===== src/igl_pkg.sv =====
`default_nettype none

package igl_pkg;

  // Operand width actually used; bit OPERAND_WIDTH-1 is the sign bit (8..32)
  localparam int unsigned OPERAND_WIDTH = 32;
  localparam int unsigned IN_WIDTH      = 32;
  localparam int unsigned RESULT_WIDTH  = 31;
  localparam int unsigned PROD_WIDTH    = 2 * OPERAND_WIDTH;
  localparam int unsigned CHECK_WIDTH   = 64;
  localparam int unsigned SHIFT_WIDTH   = $clog2(OPERAND_WIDTH);
  localparam int unsigned COUNT_WIDTH   = $clog2(OPERAND_WIDTH + 1);

  localparam logic [CHECK_WIDTH-1:0] INT_MAX = CHECK_WIDTH'(64'h7FFF_FFFF);

  // Operation codes
  localparam logic OP_GCD = 1'b0;
  localparam logic OP_LCM = 1'b1;

  // Status codes
  localparam logic [1:0] ST_OK       = 2'd0;
  localparam logic [1:0] ST_ZERO_GCD = 2'd1;
  localparam logic [1:0] ST_RANGE    = 2'd2;
  localparam logic [1:0] ST_UNUSED   = 2'd3;

  // Controller to datapath commands
  typedef struct packed {
    logic load;
    logic gcd_step;
    logic gcd_take;
    logic div_step;
    logic mul;
    logic finish;
  } igl_cmd_t;

  // Datapath to controller status
  typedef struct packed {
    logic gcd_end;
    logic div_last;
    logic lcm_path;
  } igl_stat_t;

  // Two's complement magnitude; the most negative value maps to 2^(W-1)
  function automatic logic [OPERAND_WIDTH-1:0] magnitude(
    input logic [OPERAND_WIDTH-1:0] v
  );
    logic [OPERAND_WIDTH-1:0] neg;
    neg = ~v + OPERAND_WIDTH'(1);
    return v[OPERAND_WIDTH-1] ? neg : v;
  endfunction

endpackage

`default_nettype wire


===== src/igl_datapath.sv =====
`default_nettype none

module igl_datapath import igl_pkg::*; (
  input  wire logic                    clk_i,
  input  wire logic                    rst_ni,
  input  wire igl_cmd_t                cmd_i,
  output igl_stat_t                    stat_o,
  input  wire logic                    operation_i,
  input  wire logic [IN_WIDTH-1:0]     first_operand_i,
  input  wire logic [IN_WIDTH-1:0]     second_operand_i,
  output logic [RESULT_WIDTH-1:0]      result_value_o,
  output logic [1:0]                   status_o,
  output logic                         done_o
);

  localparam int unsigned W = OPERAND_WIDTH;

  logic                      op_q;
  logic [W-1:0]              a_q, b_q;
  logic [W-1:0]              x_q, x_d, y_q, y_d;
  logic [SHIFT_WIDTH-1:0]    k_q, k_d;
  logic [W-1:0]              g_q;
  logic [W-1:0]              rem_q, quo_q;
  logic [COUNT_WIDTH-1:0]    cnt_q;
  logic [PROD_WIDTH-1:0]     prod_q;
  logic [RESULT_WIDTH-1:0]   res_q;
  logic [1:0]                st_q;
  logic                      done_q;

  logic [W-1:0]              gcd_val;
  logic [W:0]                trial;
  logic                      trial_ge;
  logic [W:0]                trial_sub;
  logic                      lcm_path;
  logic [CHECK_WIDTH-1:0]    val;
  logic [1:0]                st_d;
  logic [RESULT_WIDTH-1:0]   res_d;

  // Status back to the controller
  assign lcm_path        = (op_q == OP_LCM) && (a_q != '0) && (b_q != '0);
  assign stat_o.gcd_end  = (x_q == '0) || (y_q == '0);
  assign stat_o.div_last = (cnt_q == COUNT_WIDTH'(1));
  assign stat_o.lcm_path = lcm_path;

  // Binary gcd step: strip common twos, strip lone twos, subtract odd pair
  always_comb begin
    x_d = x_q;
    y_d = y_q;
    k_d = k_q;
    if (!x_q[0] && !y_q[0]) begin
      x_d = x_q >> 1;
      y_d = y_q >> 1;
      k_d = k_q + SHIFT_WIDTH'(1);
    end else if (!x_q[0]) begin
      x_d = x_q >> 1;
    end else if (!y_q[0]) begin
      y_d = y_q >> 1;
    end else if (x_q >= y_q) begin
      x_d = x_q - y_q;
    end else begin
      y_d = y_q - x_q;
    end
  end

  assign gcd_val = (x_q | y_q) << k_q;

  // Restoring divider step, one quotient bit per cycle
  assign trial     = {rem_q, quo_q[W-1]};
  assign trial_ge  = trial >= {1'b0, g_q};
  assign trial_sub = trial - {1'b0, g_q};

  // Final value and status
  always_comb begin
    st_d = ST_OK;
    if (op_q == OP_GCD) begin
      val = CHECK_WIDTH'(g_q);
      if ((a_q == '0) && (b_q == '0)) st_d = ST_ZERO_GCD;
    end else begin
      val = lcm_path ? CHECK_WIDTH'(prod_q) : '0;
    end
    if ((st_d == ST_OK) && (val > INT_MAX)) st_d = ST_RANGE;
    res_d = (st_d == ST_OK) ? val[RESULT_WIDTH-1:0] : '0;
  end

  // Working registers
  always_ff @(posedge clk_i) begin
    if (cmd_i.load) begin
      op_q <= operation_i;
      a_q  <= magnitude(first_operand_i[W-1:0]);
      b_q  <= magnitude(second_operand_i[W-1:0]);
      x_q  <= magnitude(first_operand_i[W-1:0]);
      y_q  <= magnitude(second_operand_i[W-1:0]);
      k_q  <= '0;
    end
    if (cmd_i.gcd_step) begin
      x_q <= x_d;
      y_q <= y_d;
      k_q <= k_d;
    end
    if (cmd_i.gcd_take) begin
      g_q   <= gcd_val;
      rem_q <= '0;
      quo_q <= a_q;
      cnt_q <= COUNT_WIDTH'(W);
    end
    if (cmd_i.div_step) begin
      rem_q <= trial_ge ? trial_sub[W-1:0] : trial[W-1:0];
      quo_q <= {quo_q[W-2:0], trial_ge};
      cnt_q <= cnt_q - COUNT_WIDTH'(1);
    end
    if (cmd_i.mul) begin
      prod_q <= PROD_WIDTH'(quo_q) * PROD_WIDTH'(b_q);
    end
    if (cmd_i.finish) begin
      res_q <= res_d;
      st_q  <= st_d;
    end
  end

  // Result strobe
  always_ff @(posedge clk_i or negedge rst_ni) begin
    if (!rst_ni) begin
      done_q <= 1'b0;
    end else begin
      done_q <= cmd_i.finish;
    end
  end

  assign result_value_o = res_q;
  assign status_o       = st_q;
  assign done_o         = done_q;

endmodule

`default_nettype wire


===== src/igl_ctrl.sv =====
`default_nettype none

module igl_ctrl import igl_pkg::*; (
  input  wire logic      clk_i,
  input  wire logic      rst_ni,
  input  wire logic      start_i,
  output logic           busy_o,
  output igl_cmd_t       cmd_o,
  input  wire igl_stat_t stat_i
);

  localparam logic [2:0] S_IDLE = 3'd0;
  localparam logic [2:0] S_GCD  = 3'd1;
  localparam logic [2:0] S_DIV  = 3'd2;
  localparam logic [2:0] S_MUL  = 3'd3;
  localparam logic [2:0] S_FIN  = 3'd4;

  logic [2:0] state_q, state_d;

  // Next state and commands
  always_comb begin
    state_d = state_q;
    cmd_o   = '0;
    case (state_q)
      S_IDLE: begin
        if (start_i) begin
          cmd_o.load = 1'b1;
          state_d    = S_GCD;
        end
      end
      S_GCD: begin
        if (stat_i.gcd_end) begin
          cmd_o.gcd_take = 1'b1;
          state_d        = stat_i.lcm_path ? S_DIV : S_FIN;
        end else begin
          cmd_o.gcd_step = 1'b1;
        end
      end
      S_DIV: begin
        cmd_o.div_step = 1'b1;
        if (stat_i.div_last) state_d = S_MUL;
      end
      S_MUL: begin
        cmd_o.mul = 1'b1;
        state_d   = S_FIN;
      end
      S_FIN: begin
        cmd_o.finish = 1'b1;
        state_d      = S_IDLE;
      end
      default: begin
        state_d = S_IDLE;
      end
    endcase
  end

  always_ff @(posedge clk_i or negedge rst_ni) begin
    if (!rst_ni) begin
      state_q <= S_IDLE;
    end else begin
      state_q <= state_d;
    end
  end

  assign busy_o = (state_q != S_IDLE);

endmodule

`default_nettype wire


===== src/integer_gcd_lcm_unit.sv =====
// Channel   Handshake           Payload
// command   start_i / busy_o    operation_i, first_operand_i, second_operand_i
// result    done_o (strobe)     result_value_o, status_o
//
// One word at a time. After the accept edge, the binary gcd runs (a shift or subtract each
// step) until an operand is zero, and then the gcd is latched; for lcm the divider follows,
// one quotient bit per step, and then one multiply step; then a finish step, after which
// busy_o returns low. The strobe follows finish, busy_o low.
// Reset clears the controller and the strobe; no results are pending after it.
// The receiver cannot stall: each result shows for exactly one cycle.
`default_nettype none

module integer_gcd_lcm_unit import igl_pkg::*; (
  input  wire logic                clk_i,
  input  wire logic                rst_ni,
  input  wire logic                start_i,
  output logic                     busy_o,
  input  wire logic                operation_i,
  input  wire logic [IN_WIDTH-1:0] first_operand_i,
  input  wire logic [IN_WIDTH-1:0] second_operand_i,
  output logic                     done_o,
  output logic [RESULT_WIDTH-1:0]  result_value_o,
  output logic [1:0]               status_o
);

  igl_cmd_t  cmd;
  igl_stat_t stat;

  igl_ctrl u_ctrl (
    .clk_i   (clk_i),
    .rst_ni  (rst_ni),
    .start_i (start_i),
    .busy_o  (busy_o),
    .cmd_o   (cmd),
    .stat_i  (stat)
  );

  igl_datapath u_datapath (
    .clk_i            (clk_i),
    .rst_ni           (rst_ni),
    .cmd_i            (cmd),
    .stat_o           (stat),
    .operation_i      (operation_i),
    .first_operand_i  (first_operand_i),
    .second_operand_i (second_operand_i),
    .result_value_o   (result_value_o),
    .status_o         (status_o),
    .done_o           (done_o)
  );

  // A result only appears once the controller is back to idle
  a_done_idle: assert property (@(posedge clk_i) disable iff (!rst_ni)
    done_o |-> !busy_o)
    else $error("result strobe while busy");

  // An accepted word always keeps the unit busy the next cycle
  a_accept_busy: assert property (@(posedge clk_i) disable iff (!rst_ni)
    (start_i && !busy_o) |=> (busy_o && !done_o))
    else $error("accepted word did not start work");

  // Failing status always carries a zero value, and code 3 is never sent
  a_status_value: assert property (@(posedge clk_i) disable iff (!rst_ni)
    done_o |-> ((status_o == ST_OK || result_value_o == '0) &&
                status_o != ST_UNUSED))
    else $error("bad status or value on result");

endmodule

`default_nettype wire

===== config.mk =====
export PLATFORM = sky130hd
export DESIGN_NAME = integer_gcd_lcm_unit
export DESIGN_NICKNAME = d
export VERILOG_FILES = /design/src/igl_pkg.sv /design/src/igl_datapath.sv /design/src/igl_ctrl.sv /design/src/integer_gcd_lcm_unit.sv
export SDC_FILE = /design/constraint.sdc
export NUM_CORES = 2
export LEC_CHECK = 0
export BUFFER_PORTS_ARGS = -buffer_cell sky130_fd_sc_hd__clkbuf_2
export CAP_MARGIN = 20
export CORE_MARGIN = 5
export CORE_UTILIZATION = 65
export CTS_CLUSTER_SIZE = 8
export DETAILED_ROUTE_END_ITERATION = 10
export PLACE_DENSITY = 0.94
export SYNTH_ARGS = -nofsm -noshare
export SYNTH_HDL_FRONTEND = slang
export SYNTH_HIERARCHICAL = 1
export SYNTH_SLANG_ARGS = --single-unit

===== constraint.sdc =====
create_clock -name clk_i -period 9.7 [get_ports clk_i]
set_input_delay 0.97 -clock clk_i [delete_from_list [all_inputs] [get_ports clk_i]]
set_output_delay 0.97 -clock clk_i [all_outputs]
set_load 0.005 [all_outputs]

==> impl_metrics.py <==
metrics = {
    "pwr": {
        "peakVddDrop_v": 0.000231,
        "cellInternalPower_mw": 4.33,
        "p_per_area_mw_per_mm2": 135,
        "p_comb_share_pct": 52.2,
        "power_switching_mw": 3.52,
        "seq_power_share_pct": 27.9,
        "switching_share_pct": 44.8,
        "leakage_nw": 26.5,
        "clkPwrFrac_pct": 19.9,
    },
    "synth": {
        "ys_ff_latch": 337,
        "syn_avg_cell_area_um2": 9.44,
        "synth_edf_count": 333,
        "synthArstFlopShare_pct": 1.19,
        "synth_top_family_by_area": "adder cells",
        "yosysSeqAreaShare_pct": 18.3,
        "syn_nets": 7206,
        "synth-simple-area-share_pct": 16.3,
        "synth_mux_area_share_pct": 2.12,
        "synth_area_mm2": 0.0552,
        "synth_warnings": 6,
        "netlist_instances": 5843,
        "synthDistinctLibCells": 85,
        "synth-xor-area-share_pct": 3.22,
        "ys.flop_type": "edfxtp_1",
        "synthAdderAreaFrac_pct": 41.6,
        "synth_compound_area_share_pct": 9.23,
    },
    "drt": {
        "drcViolationCount": 1,
        "firstDrtPassIters": 11,
        "drtIter0Drc": 5912,
        "postRouteAntennaNets": 0,
        "routed_wl_um": 166000,
        "vias": 44510,
        "vias_per_cell": 6.42,
        "post_drt_wl_per_cell_um": 23.9,
    },
    "flow_run": {
        "drv_cap": 0,
    },
    "timing": {
        "timing.final.crit_share_pct": 92.6,
        "fmax_ghz": 0.111,
        "fin_skew_ps": 31.1,
        "final_hold_viol_count": 0,
        "slew_headroom_pct": 15.7,
        "timing.final.crit_period_ps": 8990,
        "setup_tns_ps": 0,
        "setup_ws_ps": 714,
        "drv_slew": 0,
        "worstMarginPinSlew_ps": 1260,
        "rsz0062_at_grt": "false",
        "finalSetupViolCount": 0,
    },
    "clock_network": {
        "clk_path_buf_depth": 3,
        "cts.sinks": 337,
        "h-tree-depth": 2,
        "post_cts_resized": 0,
        "cts.clk_slew.worst_paths_ps": 70,
        "clk_latency_ps": 600,
        "cts_hold_buf": 0,
        "cts_tree": "done",
        "cts_buffers": 48,
        "postCtsSetupBuffers": 0,
        "clock-root-buffer": "clkbuf_16",
    },
    "place": {
        "placedInstanceArea_mm2": 0.0566,
        "place_ws_ps": 896,
        "dpl.hpwl_um": 129000,
        "io_buffer_count": 102,
        "gp_congestion": 1.07,
    },
    "floorplan": {
        "row_count": 106,
        "dieArea_mm2": 0.0908,
        "core_area_mm2": 0.0840,
        "ios": 103,
        "initial_core_util_pct": 65.7,
        "die_x_um": 301,
        "fp.dieH_um": 301,
    },
    "global_route": {
        "use_met3_pct": 8.62,
        "grt-busiest-layer": "met2",
        "grt_max_degree": 92,
        "grt_overflow": 0,
        "grtUsageMet2_pct": 57.3,
        "grt_pass1_vias": 47773,
        "grt_pass1_wl_um": 259000,
        "grt_antenna_before_repair": 3,
        "grt_use_total_pct": 36.7,
        "use_met1_pct": 45.9,
    },
    "setup_path": {
        "critPathBufInv": 4,
        "r2r_start": "u_datapath/quo_q[11]",
        "cp_cell_sequence": "buf_4 -> nand2_1 -> fa_1 -> inv_1 -> fa_1 -> fa_1 -> fa_1 -> fa_1 -> fa_1 -> fa_1 -> inv_1 -> fa_1 -> inv_1 -> ha_1 -> a21oi_1 -> o21ai_0 -> a21oi_1 -> o21ai_0 -> a311oi_1 -> nand2_1 -> a211oi_1 -> o21ai_0 -> mux2i_1 -> a211oi_1",
        "slowest_delay_ps": 1190,
        "crit_family": "adder cells",
        "cp-start-kind": "flop",
        "crit_cells": 24,
        "crit_type": "flop to flop",
        "ff2ff_path_depth": 24,
        "worstPathArrival_ps": 9410,
        "endpoint": "u_datapath/prod_q[61]",
        "r2r_slack_ps": 710,
        "crit_start": "u_datapath/quo_q[11]",
        "critPathCaptureType": "flop",
        "path_common_cell": "fa_1",
        "critPathMaxFanout": 23,
        "r2r-end": "u_datapath/prod_q[61]",
        "cp.required_ps": 10120,
        "critical_path.slowest_cell": "edfxtp_1",
    },
    "worst_hold_path": {
        "hp-class": "input pin to async pin",
    },
    "cells_and_area": {
        "stdcell_area_mm2": 0.0582,
        "n_antenna_cell": 0,
        "fillers": 5785,
        "drive_above_1_share_pct": 6.32,
        "nNetsFinal": 7135,
        "multiInputGateArea_mm2": 0.0400,
        "final-seq-area_mm2": 0.0101,
        "area_delta_synth_final_pct": 5.48,
    },
    "run_status": {
        "violations": "DRC",
        "status": "finished, violations left",
    },
}
## logic make-up after synthesis
logic type / after synthesis
adders and majority gates: 1295
and+or+nand+nor: 1763
muxes: 91
buffers and inverters: 1350
DFF: 337
xor gates and xnor gates: 203
AOI/OAI and AO/OA: 804
## cell usage after synthesis (8+ instances only)
cell       instances  area share, %
a2bb2oi_1         32           0.51
nor2_1           236            1.6
o21ai_0          133            1.2
nor2b_1           24           0.27
a31oi_1           20           0.23
xor2_1            39           0.62
inv_1           1012            6.9
mux4_2            16           0.65
nand3_1           83           0.75
mux2_2            47           0.96
mux2i_1           28           0.51
or2_2              8          0.091
o211ai_1          19           0.26
a21oi_1          296            2.7
and2_1           625            7.1
o21a_1            24           0.33
nor3_1            48           0.44
or3_1             17           0.19
fa_1             899             33
o31ai_1           34           0.46
edfxtp_1         333             18
a21boi_0           8           0.11
o21bai_1          37           0.50
nand2_1          543            3.7
ha_1             396            9.0
a21o_1            57           0.78
o22ai_1           21           0.24
nand4_1           46           0.52
and3_1            12           0.14
a211oi_1          28           0.38
a22oi_1           19           0.26
clkbuf_1         312            2.1
nor4_1            60           0.68
nand2b_1          34           0.39
xnor2_1          164            2.6
o41ai_1            9           0.14
buf_1             13          0.088
## cell type report
cell class	instances	share of cell area, %
Multi-Input combinational cell	4156	68.8
Sequential cell	337	17.4
Inverter	1016	6.55
Timing Repair Buffer	213	2.56
Tap cell	1134	2.44
Clock buffer	68	2.19
Clock inverter	4	0.103
## cells in the final DEF, fill, tap and decap left out, types with 21 or more instances in the layout
cell type / n
clkbuf_16: 48
nor2_1: 234
o21ai_0: 132
nand4_1: 46
a21o_1: 57
clkbuf_2: 102
o22ai_1: 21
o21a_1: 23
and2_1: 625
buf_4: 103
inv_1: 1012
nand2b_1: 34
edfxtp_1: 333
nor3_1: 46
mux2_2: 47
a21oi_1: 296
a211oi_1: 28
xor2_1: 39
o21bai_1: 37
nor4_1: 60
ha_1: 396
nand2_1: 543
o31ai_1: 33
xnor2_1: 164
nor2b_1: 24
nand3_1: 83
a2bb2oi_1: 32
fa_1: 899
mux2i_1: 28
## power by group through the flow
stage,Sequential (mW),Clock (mW),Combinational [mW]
final,2.19,1.56,4.10
after CTS,2.17,1.56,3.95
after floorplan,2.07,0,2.86
after detailed placement,2.19,0,3.92
after global placement,2.19,0,3.89
after global routing,2.18,1.63,4.37
## registers in the layout, indices dropped and copies added, names as in the netlist
register	count
u_datapath/cnt_q	6
u_datapath/a_q	32
u_datapath/b_q	32
u_datapath/status_o	2
u_datapath/done_o	1
u_datapath/x_q	32
u_datapath/op_q	1
u_datapath/g_q	32
u_datapath/quo_q	32
u_datapath/prod_q	64
u_datapath/y_q	32
u_ctrl/state_q	3
u_datapath/rem_q	32
u_datapath/result_value_o	31
u_datapath/k_q	5
## worst min-delay path by stage
stage / startpoint / to / slack, ps
CTS: rst_ni / u_ctrl/state_q[0] / 170
global route: rst_ni / u_ctrl/state_q[2] / 180
detailed placement: u_ctrl/state_q[2] / u_ctrl/state_q[0] / 550
global placement: u_ctrl/state_q[2] / u_ctrl/state_q[1] / 550
finish: rst_ni / u_ctrl/state_q[2] / 180
floorplan: u_ctrl/state_q[2] / u_ctrl/state_q[1] / 470
## metrics by stage
| step | power, mW | hold slack [ps] | utilization [%] | std cells |
|---|---|---|---|---|
| final | 7.86 | 177 | 69.3 | 6928 |
| after floorplan | 4.93 | 467 | - | 5843 |
| after global placement | 6.08 | 545 | 67.5 | 6848 |
| after CTS | 7.68 | 165 | 69.1 | 6920 |
| after global routing | 8.18 | 176 | 69.3 | 6928 |
| after detailed placement | 6.11 | 553 | 67.5 | 6848 |
## worst reg2reg max path: cells and delay by family, from the launching register on
kind	cells	cell delay (ps)
AOI/OAI and AO/OA	8	2230
adders and majority gates	9	4380
buffers and inverters	4	520
DFF	1	1190
muxes	1	170
and+or+nand+nor	2	360
## layer usage
metal | vias up | wire (µm)
li1 | 18470 | -
met1 | 21730 | 56700
met2 | 3378 | 75200
met3 | 928 | 19900
met4 | 4 | 13800
met5 | - | 19
No activity file was read; power rests on OpenSTA's default activity.
